===== src/sv/sti_pkg.sv =====
package sti_pkg;

  localparam int KeyW          = 32;
  localparam int PayW          = 32;
  localparam int DataW         = KeyW + PayW;
  localparam int TableDepthDef = 32;

  typedef logic signed [KeyW-1:0] key_t;
  typedef logic [PayW-1:0]        pay_t;

  // Request kinds carried on the input tuser
  typedef enum logic [1:0] {
    REQ_INSERT = 2'd0,
    REQ_FIND   = 2'd1,
    REQ_DUMP   = 2'd2
  } req_e;

  // Result status carried on the output tuser
  typedef enum logic [1:0] {
    ST_OK        = 2'd0,
    ST_FULL      = 2'd1,
    ST_NOT_FOUND = 2'd2,
    ST_EMPTY     = 2'd3
  } status_e;

  // Insert command broadcast to every cell
  typedef struct packed {
    logic en;
    key_t key;
    pay_t pay;
  } ins_t;

endpackage


===== src/sv/sti_cell.sv =====
module sti_cell (
  input  logic          clk_i,
  input  sti_pkg::ins_t ins_i,
  input  logic          valid_i,
  input  logic          prev_le_i,
  input  sti_pkg::key_t prev_key_i,
  input  sti_pkg::pay_t prev_pay_i,
  output logic          le_o,
  output sti_pkg::key_t key_o,
  output sti_pkg::pay_t pay_o
);
  import sti_pkg::*;

  key_t key_q;
  pay_t pay_q;

  // Entry stays put when its key does not exceed the new key
  assign le_o = valid_i && !(ins_i.key < key_q);

  // Take the new record at the insert point, else take the lower neighbor
  always_ff @(posedge clk_i) begin
    if (ins_i.en && !le_o) begin
      if (prev_le_i) begin
        key_q <= ins_i.key;
        pay_q <= ins_i.pay;
      end else begin
        key_q <= prev_key_i;
        pay_q <= prev_pay_i;
      end
    end
  end

  assign key_o = key_q;
  assign pay_o = pay_q;

endmodule


===== src/sv/sorted_table_insert_search.sv =====
// Sorted record table: a row of cells holds up to TABLE_DEPTH records
// (signed key, payload word) in ascending key order.
// Input channel s_axis: tuser selects the request (insert, find, dump),
// tdata carries key and payload. One request is taken at a time;
// tready is high while no request is in progress.
// Output channel m_axis: tdata carries key and payload of a result, tuser
// its status, tlast marks the final result of a request.
// Insert: every cell compares its key with the new key and larger entries
// move up one cell; a full table answers with full status.
// Find: one binary-search probe per cycle through the shared cell read
// mux; a miss answers with not-found status.
// Dump: one result per cycle after the accept cycle while m_axis is not
// stalled; entry_count results (one with empty status for an empty table).
// Results pass through an output register, so the next request is taken
// while a result still waits. A stalled receiver holds the output and
// pauses the request in progress. Reset empties the table and drops any
// pending result; cell contents are not cleared.
module sorted_table_insert_search #(
  parameter int TABLE_DEPTH = sti_pkg::TableDepthDef
) (
  input  logic                      clk_i,
  input  logic                      rst_ni,
  input  logic                      s_axis_tvalid,
  output logic                      s_axis_tready,
  input  logic [sti_pkg::DataW-1:0] s_axis_tdata,   // key [31:0], payload [63:32]
  input  logic [1:0]                s_axis_tuser,   // req_type [1:0]
  output logic                      m_axis_tvalid,
  input  logic                      m_axis_tready,
  output logic [sti_pkg::DataW-1:0] m_axis_tdata,   // out_key [31:0], out_payload [63:32]
  output logic [1:0]                m_axis_tuser,   // status [1:0]
  output logic                      m_axis_tlast    // last
);
  import sti_pkg::*;

  localparam int IW = $clog2(TABLE_DEPTH);
  localparam int CW = $clog2(TABLE_DEPTH + 1);
  localparam int LW = CW + 1;

  typedef enum logic [3:0] {
    S_IDLE = 4'b0001,
    S_INS  = 4'b0010,
    S_FIND = 4'b0100,
    S_DUMP = 4'b1000
  } state_e;

  state_e               state_q, state_d;
  key_t                 req_key_q;
  pay_t                 req_pay_q;
  logic [CW-1:0]        count_q, count_d;
  logic signed [LW-1:0] lo_q, lo_d, hi_q, hi_d;
  logic [IW-1:0]        idx_q, idx_d;

  logic                 m_valid_q;
  key_t                 m_key_q;
  pay_t                 m_pay_q;
  status_e              m_st_q;
  logic                 m_last_q;

  logic                 out_free;
  logic                 emit;
  key_t                 emit_key;
  pay_t                 emit_pay;
  status_e              emit_st;
  logic                 emit_last;
  ins_t                 ins;

  logic [TABLE_DEPTH-1:0] le_w;
  logic [TABLE_DEPTH-1:0] vld_w;
  key_t                   keys_w [TABLE_DEPTH];
  pay_t                   pays_w [TABLE_DEPTH];

  logic [LW:0]          sum_w;
  logic [IW-1:0]        mid_w;
  logic [IW-1:0]        rd_idx;
  key_t                 rd_key;
  pay_t                 rd_pay;
  logic                 full_w;
  logic                 dump_last;

  assign s_axis_tready = (state_q == S_IDLE);
  assign out_free      = !m_valid_q || m_axis_tready;
  assign full_w        = (count_q == CW'(TABLE_DEPTH));

  // Row of cells
  for (genvar g = 0; g < TABLE_DEPTH; g++) begin : g_cell
    assign vld_w[g] = (count_q > CW'(g));
    if (g == 0) begin : g_first
      sti_cell u_cell (
        .clk_i      (clk_i),
        .ins_i      (ins),
        .valid_i    (vld_w[g]),
        .prev_le_i  (1'b1),
        .prev_key_i (ins.key),
        .prev_pay_i (ins.pay),
        .le_o       (le_w[g]),
        .key_o      (keys_w[g]),
        .pay_o      (pays_w[g])
      );
    end else begin : g_rest
      sti_cell u_cell (
        .clk_i      (clk_i),
        .ins_i      (ins),
        .valid_i    (vld_w[g]),
        .prev_le_i  (le_w[g-1]),
        .prev_key_i (keys_w[g-1]),
        .prev_pay_i (pays_w[g-1]),
        .le_o       (le_w[g]),
        .key_o      (keys_w[g]),
        .pay_o      (pays_w[g])
      );
    end
  end

  // Binary-search midpoint and shared read port
  assign sum_w     = {lo_q[LW-1], lo_q} + {hi_q[LW-1], hi_q};
  assign mid_w     = sum_w[IW:1];
  assign rd_idx    = (state_q == S_FIND) ? mid_w : idx_q;
  assign rd_key    = keys_w[rd_idx];
  assign rd_pay    = pays_w[rd_idx];
  assign dump_last = ((CW'(idx_q) + CW'(1)) == count_q);

  // Request sequencing
  always_comb begin
    state_d   = state_q;
    count_d   = count_q;
    lo_d      = lo_q;
    hi_d      = hi_q;
    idx_d     = idx_q;
    emit      = 1'b0;
    emit_key  = '0;
    emit_pay  = '0;
    emit_st   = ST_OK;
    emit_last = 1'b1;
    ins.en    = 1'b0;
    ins.key   = req_key_q;
    ins.pay   = req_pay_q;
    case (state_q)
      S_IDLE: begin
        if (s_axis_tvalid) begin
          case (s_axis_tuser)
            REQ_INSERT: state_d = S_INS;
            REQ_FIND: begin
              lo_d    = '0;
              hi_d    = $signed({1'b0, count_q}) - LW'(1);
              state_d = S_FIND;
            end
            REQ_DUMP: begin
              idx_d   = '0;
              state_d = S_DUMP;
            end
            default: state_d = S_IDLE;
          endcase
        end
      end
      S_INS: begin
        if (out_free) begin
          emit    = 1'b1;
          state_d = S_IDLE;
          if (full_w) begin
            emit_st = ST_FULL;
          end else begin
            ins.en   = 1'b1;
            count_d  = count_q + CW'(1);
            emit_key = req_key_q;
            emit_pay = req_pay_q;
          end
        end
      end
      S_FIND: begin
        if (lo_q > hi_q) begin
          if (out_free) begin
            emit    = 1'b1;
            emit_st = ST_NOT_FOUND;
            state_d = S_IDLE;
          end
        end else if (rd_key == req_key_q) begin
          if (out_free) begin
            emit     = 1'b1;
            emit_key = rd_key;
            emit_pay = rd_pay;
            state_d  = S_IDLE;
          end
        end else if (rd_key < req_key_q) begin
          lo_d = $signed(LW'(mid_w)) + LW'(1);
        end else begin
          hi_d = $signed(LW'(mid_w)) - LW'(1);
        end
      end
      S_DUMP: begin
        if (out_free) begin
          emit = 1'b1;
          if (count_q == '0) begin
            emit_st = ST_EMPTY;
            state_d = S_IDLE;
          end else begin
            emit_key  = rd_key;
            emit_pay  = rd_pay;
            emit_last = dump_last;
            if (dump_last) begin
              state_d = S_IDLE;
            end else begin
              idx_d = idx_q + IW'(1);
            end
          end
        end
      end
      default: state_d = S_IDLE;
    endcase
  end

  // Control registers
  always_ff @(posedge clk_i or negedge rst_ni) begin
    if (!rst_ni) begin
      state_q   <= S_IDLE;
      count_q   <= '0;
      lo_q      <= '0;
      hi_q      <= '0;
      idx_q     <= '0;
      m_valid_q <= 1'b0;
    end else begin
      state_q <= state_d;
      count_q <= count_d;
      lo_q    <= lo_d;
      hi_q    <= hi_d;
      idx_q   <= idx_d;
      if (out_free) begin
        m_valid_q <= emit;
      end
    end
  end

  // Hold the request and the result payload
  always_ff @(posedge clk_i) begin
    if (s_axis_tvalid && s_axis_tready) begin
      req_key_q <= key_t'(s_axis_tdata[KeyW-1:0]);
      req_pay_q <= s_axis_tdata[DataW-1:KeyW];
    end
    if (emit) begin
      m_key_q  <= emit_key;
      m_pay_q  <= emit_pay;
      m_st_q   <= emit_st;
      m_last_q <= emit_last;
    end
  end

  assign m_axis_tvalid = m_valid_q;
  assign m_axis_tdata  = {m_pay_q, m_key_q};
  assign m_axis_tuser  = m_st_q;
  assign m_axis_tlast  = m_last_q;

  // Checks
  a_count_range: assert property (@(posedge clk_i) disable iff (!rst_ni)
    count_q <= CW'(TABLE_DEPTH))
    else $error("entry count beyond table depth");

  a_insert_grows: assert property (@(posedge clk_i) disable iff (!rst_ni)
    (state_q == S_INS && out_free && !full_w) |=> count_q == $past(count_q) + CW'(1))
    else $error("insert did not add one entry");

  a_full_keeps: assert property (@(posedge clk_i) disable iff (!rst_ni)
    (state_q == S_INS && out_free && full_w) |=> $stable(count_q))
    else $error("refused insert changed the entry count");

  a_search_bounds: assert property (@(posedge clk_i) disable iff (!rst_ni)
    (state_q == S_FIND) |-> (lo_q <= hi_q + LW'(1)))
    else $error("binary search bounds crossed by more than one");

  a_dump_index: assert property (@(posedge clk_i) disable iff (!rst_ni)
    (state_q == S_DUMP && count_q != '0) |-> (CW'(idx_q) < count_q))
    else $error("dump index past last entry");

endmodule

===== config.mk =====
export PLATFORM = sky130hd
export DESIGN_NAME = sorted_table_insert_search
export DESIGN_NICKNAME = d
export VERILOG_FILES = /design/src/sv/sti_pkg.sv /design/src/sv/sti_cell.sv /design/src/sv/sorted_table_insert_search.sv
export SDC_FILE = /design/constraint.sdc
export NUM_CORES = 2
export LEC_CHECK = 0
export BUFFER_PORTS_ARGS = -buffer_cell sky130_fd_sc_hd__buf_2
export CORE_MARGIN = 4
export CORE_UTILIZATION = 26
export CTS_CLUSTER_SIZE = 28
export DETAILED_ROUTE_END_ITERATION = 16
export PLACE_DENSITY = 0.41
export SYNTH_ARGS = -nofsm -noshare
export SYNTH_HDL_FRONTEND = slang
export SYNTH_SLANG_ARGS = --single-unit

===== constraint.sdc =====
create_clock -name clk_i -period 7.27 [get_ports clk_i]
set_input_delay 0.727 -clock clk_i [delete_from_list [all_inputs] [get_ports clk_i]]
set_output_delay 0.727 -clock clk_i [all_outputs]
set_load 0.02 [all_outputs]

==> summary.txt <==
Routing
  • WL/cell: 32.55 µm
  • Detailed-route vias per instance: 5.306
  • Initial detailed-routing violation count: 9679
  • Total number of vias: 96180
  • # DRC: 0
  • Final ANT Viol Nets: 0
  • TritonRoute pass-1 iters: 8
  • Aggregate routed wire length: 590.0 mm

Critical path
  • Crit-path max FO: 31
  • CP endpoint kind: register
  • Setup Crit Path Kind: reg -> reg
  • WP data arrival: 7.74 ns
  • Startpoint Class: register
  • RR Endpoint: hi_q[0]
  • R2R depth: 21
  • R2R Setup Slk: 0.36 ns
  • Reg-to-Reg Start: state_q[3]
  • CP required: 8.09 ns

STA
  • Worst Max-Slew Pin Slew: 1.591 ns
  • Headroom to the max-slew limit: -0.07183
  • Final Cycle Share: 0.9510
  • Final slew viol count: 4
  • RSZ-0062 raised after global routing: no
  • Setup WS post-layout: 0.3564 ns
  • Layout Skew: 0.06434 ns
  • Hold_ws: 0.09835 ns
  • Final hold vios: 0
  • Final setup fails: 0
  • Max Fclk: 144.6 MHz
  • Minimum clock period: 6.914 ns

Die
  • Core Rows: 267
  • Core area: 528800 µm²
  • Die height: 736.4 µm
  • Num ports: 139
  • DIE AREA: 542300 µm²
  • Initial Util: 0.2609
  • Die X: 736.4 µm

Synth
  • Combinational family with the most area after synthesis: multiplexers
  • Mux cell area share after synthesis: 0.2415
  • Distinct cells, synth: 81
  • Synth Cell Area: 138000 µm²
  • #FFs+latches synth: 2208
  • XOR/XNOR share of the synthesized area: 0.001397
  • Compound-Gate Fraction of Synth Area: 0.07086
  • Prevailing post-synth register cell: edfxtp_1
  • Post-synth EDFFs: 2179
  • Post-Syn Nets: 11830
  • Cells after Synth: 10720
  • Avg Inst Size Synth: 12.87 µm²
  • Post-Synth Adder-Cell Area: 0.09465
  • Yosys warns: 0
  • Sequential share of the synthesized area: 0.4796
  • Post-synth ARST share: 0.01313
  • Simple-Gate Fraction of Synth Area: 0.05907

Hold path
  • WHS Path Cells: 1
  • Worst Hold Launch: s_axis_tdata[31]
  • Hold endpoint: req_key_q[31]
  • HP Class: in -> reg

Global route
  • Antenna violations before repair: 36
  • Vias in the first global route: 96980
  • Pin count of the biggest net entering global routing: 104
  • First-pass GRT wire length: 811.9 mm
  • Gr usage total: 0.2114
  • Gr ovfl total: 0

Clocking
  • Clock sinks: 2208
  • Clock Latency Late Sink: 0.97 ns
  • CTS Root Cell: clkbuf_16
  • Clk buf depth: 4
  • H-tree Lvls: 5
  • CTS Buf Count: 287
  • Clock transition at path regs: 0.06 ns
  • CTS tree: built

Power
  • Pwr dens: 318.8 nW/µm²
  • Seq pwr share: 0.338
  • P_sw: 19.50 mW
  • Max VDD drop: 0.2819 mV
  • Comb pwr share: 0.383
  • Static Leak: 61.66 nW
  • Sw frac: 0.3848
  • Clock network fraction of total power: 0.279
  • Total internal power: 31.17 mW

Finish
  • NumNets Final: 12020
  • Layout cells sized above 1: 0.2352
  • Area Growth Syn to Fin: 15.22%
  • Fillers: 53040

Status
  • Failing checks: capacitance limit, slew limit
  • Status: finished with violations

Place
  • Post-DP HPWL: 407.2 mm
  • Placer Congestion: 0.8805
  • PortBufs: 138
  • Dpl ws: -0.3277 ns

Job
  • MaxCap Viol Count: 3
-- cell type report --
cell class                 instances  area (µm²)  share of cell area
clock buffer                     370        7662             0.04821
antenna                           13       32.53           0.0002047
clock inverter                   131        1165            0.007329
timing repair buffer             631        5791             0.03643
multi-input combinational       6709       65360              0.4112
tap                             6994        8751             0.05506
inverter                        1069        4020             0.02529
sequential                      2208       66160              0.4163
-- how the worst max path moves through the flow --
stage                 startpoint                                to  slack [ns]  cells after the start
floorplan           req_key_q[5]  g_cell[5].g_rest.u_cell.key_o[0]        0.02                      7
global placement         lo_q[0]                           hi_q[5]       -0.31                     24
detailed placement       hi_q[0]                           hi_q[0]       -0.33                     24
CTS                      hi_q[0]                           hi_q[0]        0.03                     24
global route             hi_q[0]                           hi_q[6]        0.07                     24
finish                state_q[3]                           hi_q[0]        0.36                     21
-- metal layers --
| metal | track usage | vias up | routed length, µm |
|---|---|---|---|
| li1 | - | 41360 | - |
| met1 | 0.2967 | 50450 | 265900 |
| met2 | 0.3379 | 3620 | 268600 |
| met3 | 0.03053 | 742 | 36450 |
| met4 | 0.06008 | 4 | 19030 |
| met5 | 0 | - | 23 |
-- power groups by stage --
| stage | Sequential (mW) | Clock [mW] | Combinational, mW |
|---|---|---|---|
| 6_report | 17.1 | 14.1 | 19.4 |
| 3_5_place_dp | 17.4 | 0 | 19.3 |
| 2_1_floorplan | 17.1 | 0 | 11.5 |
| 5_1_grt | 17.2 | 15.0 | 20.7 |
| 4_1_cts | 17.1 | 14.5 | 19.4 |
| 3_3_place_gp | 17.4 | 0 | 19.2 |
-- worst max-delay path, stage by stage (launching register included) --
cell	delay, ns
dfrtp_1	0.44
or4b_1	0.84
a21oi_4	0.28
buf_12	0.19
buf_12	0.27
buf_12	0.31
mux4_2	0.55
nand2_1	0.09
a21oi_1	0.11
nor2_1	0.37
buf_4	0.19
mux2i_1	0.06
ha_1	0.30
nor2b_1	0.15
o211ai_1	0.18
a21o_1	0.15
a311oi_2	0.19
buf_4	0.21
o31ai_2	0.59
a21oi_1	0.41
o21ai_4	0.39
mux2_2	0.38
-- metrics by stage --
step	TNS [ns]	utilization	instance area [µm²]	power (mW)	std cells
2_1_floorplan	0	-	138000	28.62	10720
3_3_place_gp	-1.737	0.2826	149500	36.53	17550
3_5_place_dp	-1.854	0.2826	149500	36.69	17550
4_1_cts	0	0.3004	158900	51.06	18110
5_1_grt	0	0.3005	158900	52.92	18120
6_report	0	0.3006	158900	50.68	18130
-- synthesized netlist by cell type (all sizes together), types with 8 or more instances --
| cell | n | share of area |
|---|---|---|
| a2111oi | 19 | 0.0012 |
| a211o | 15 | 0.00095 |
| a211oi | 142 | 0.0077 |
| a21o | 300 | 0.016 |
| a21oi | 316 | 0.011 |
| a221oi | 13 | 0.00083 |
| a22oi | 14 | 0.00076 |
| a31o | 8 | 0.00051 |
| a31oi | 11 | 0.00054 |
| a32oi | 18 | 0.0011 |
| and2 | 14 | 0.00063 |
| and3 | 26 | 0.0012 |
| and4 | 23 | 0.0015 |
| and4b | 64 | 0.0046 |
| buf | 319 | 0.013 |
| clkbuf | 414 | 0.011 |
| dfrtp | 28 | 0.0051 |
| edfxtp | 2179 | 0.47 |
| ha | 1042 | 0.095 |
| inv | 1067 | 0.029 |
| mux2 | 997 | 0.081 |
| mux2i | 1055 | 0.077 |
| mux4 | 512 | 0.084 |
| nand2 | 553 | 0.015 |
| nand2b | 78 | 0.0035 |
| nand3 | 181 | 0.0066 |
| nand4 | 161 | 0.0073 |
| nor2 | 330 | 0.0091 |
| nor2b | 39 | 0.0018 |
| nor3 | 115 | 0.0042 |
| nor4 | 17 | 0.00077 |
| o211ai | 51 | 0.0028 |
| o21a | 28 | 0.0015 |
| o21ai | 187 | 0.0068 |
| o221a | 33 | 0.0027 |
| o221ai | 36 | 0.0023 |
| o22a | 32 | 0.0020 |
| o22ai | 73 | 0.0033 |
| o31ai | 44 | 0.0024 |
| o32a | 19 | 0.0014 |
| or2 | 16 | 0.00073 |
| or3 | 15 | 0.00068 |
| xnor2 | 18 | 0.0011 |
-- cells in the final DEF, fill, tap and decap left out, types with 33 or more instances in the layout --
master and n:
nand4_1 161, nand3_1 178, nor2_1 302, nor2b_1 38, clkinv_2 35, mux4_2 512, edfxtp_1 2179, ha_1 1041
clkbuf_16 294, mux2_2 996, and4b_1 64, a21o_1 298, o221a_2 33, dlygate4sd3_1 59, clkinv_1 55, clkbuf_1 74
o31ai_1 41, o221ai_1 35, o21ai_0 174, o211ai_1 51, inv_1 1063, mux2i_1 1051, buf_2 138, a211oi_1 138
buf_4 334, o22ai_1 72, a21oi_1 307, nand2_1 549, nand2b_1 77, buf_12 100, nor3_1 112
-- cells by family after synthesis --
family | Yosys count
buffers and inverters | 1802
AO/OA/AOI/OAI | 1422
multiplexers | 2564
adder cells (fa/ha/maj) | 1043
flip-flops | 2208
XOR/XNOR | 22
AND/OR/NAND/NOR | 1658
-- sequential cells by signal, indices dropped and copies added (netlist names), 32 cells and up --
name                         count
g_cell.g_first.u_cell.key_o     32
g_cell.g_first.u_cell.pay_o     32
g_cell.g_rest.u_cell.key_o     992
g_cell.g_rest.u_cell.pay_o     992
m_key_q                         32
m_pay_q                         32
req_key_q                       32
req_pay_q                       32
-- timing repair --
action,CTS,global route
resized for setup,1,4
hold buffers,59,0
hold endpoints to repair,85,0
buffers inserted,0,0
setup endpoints to repair,7,46
Power figures use the tool's default switching activity.
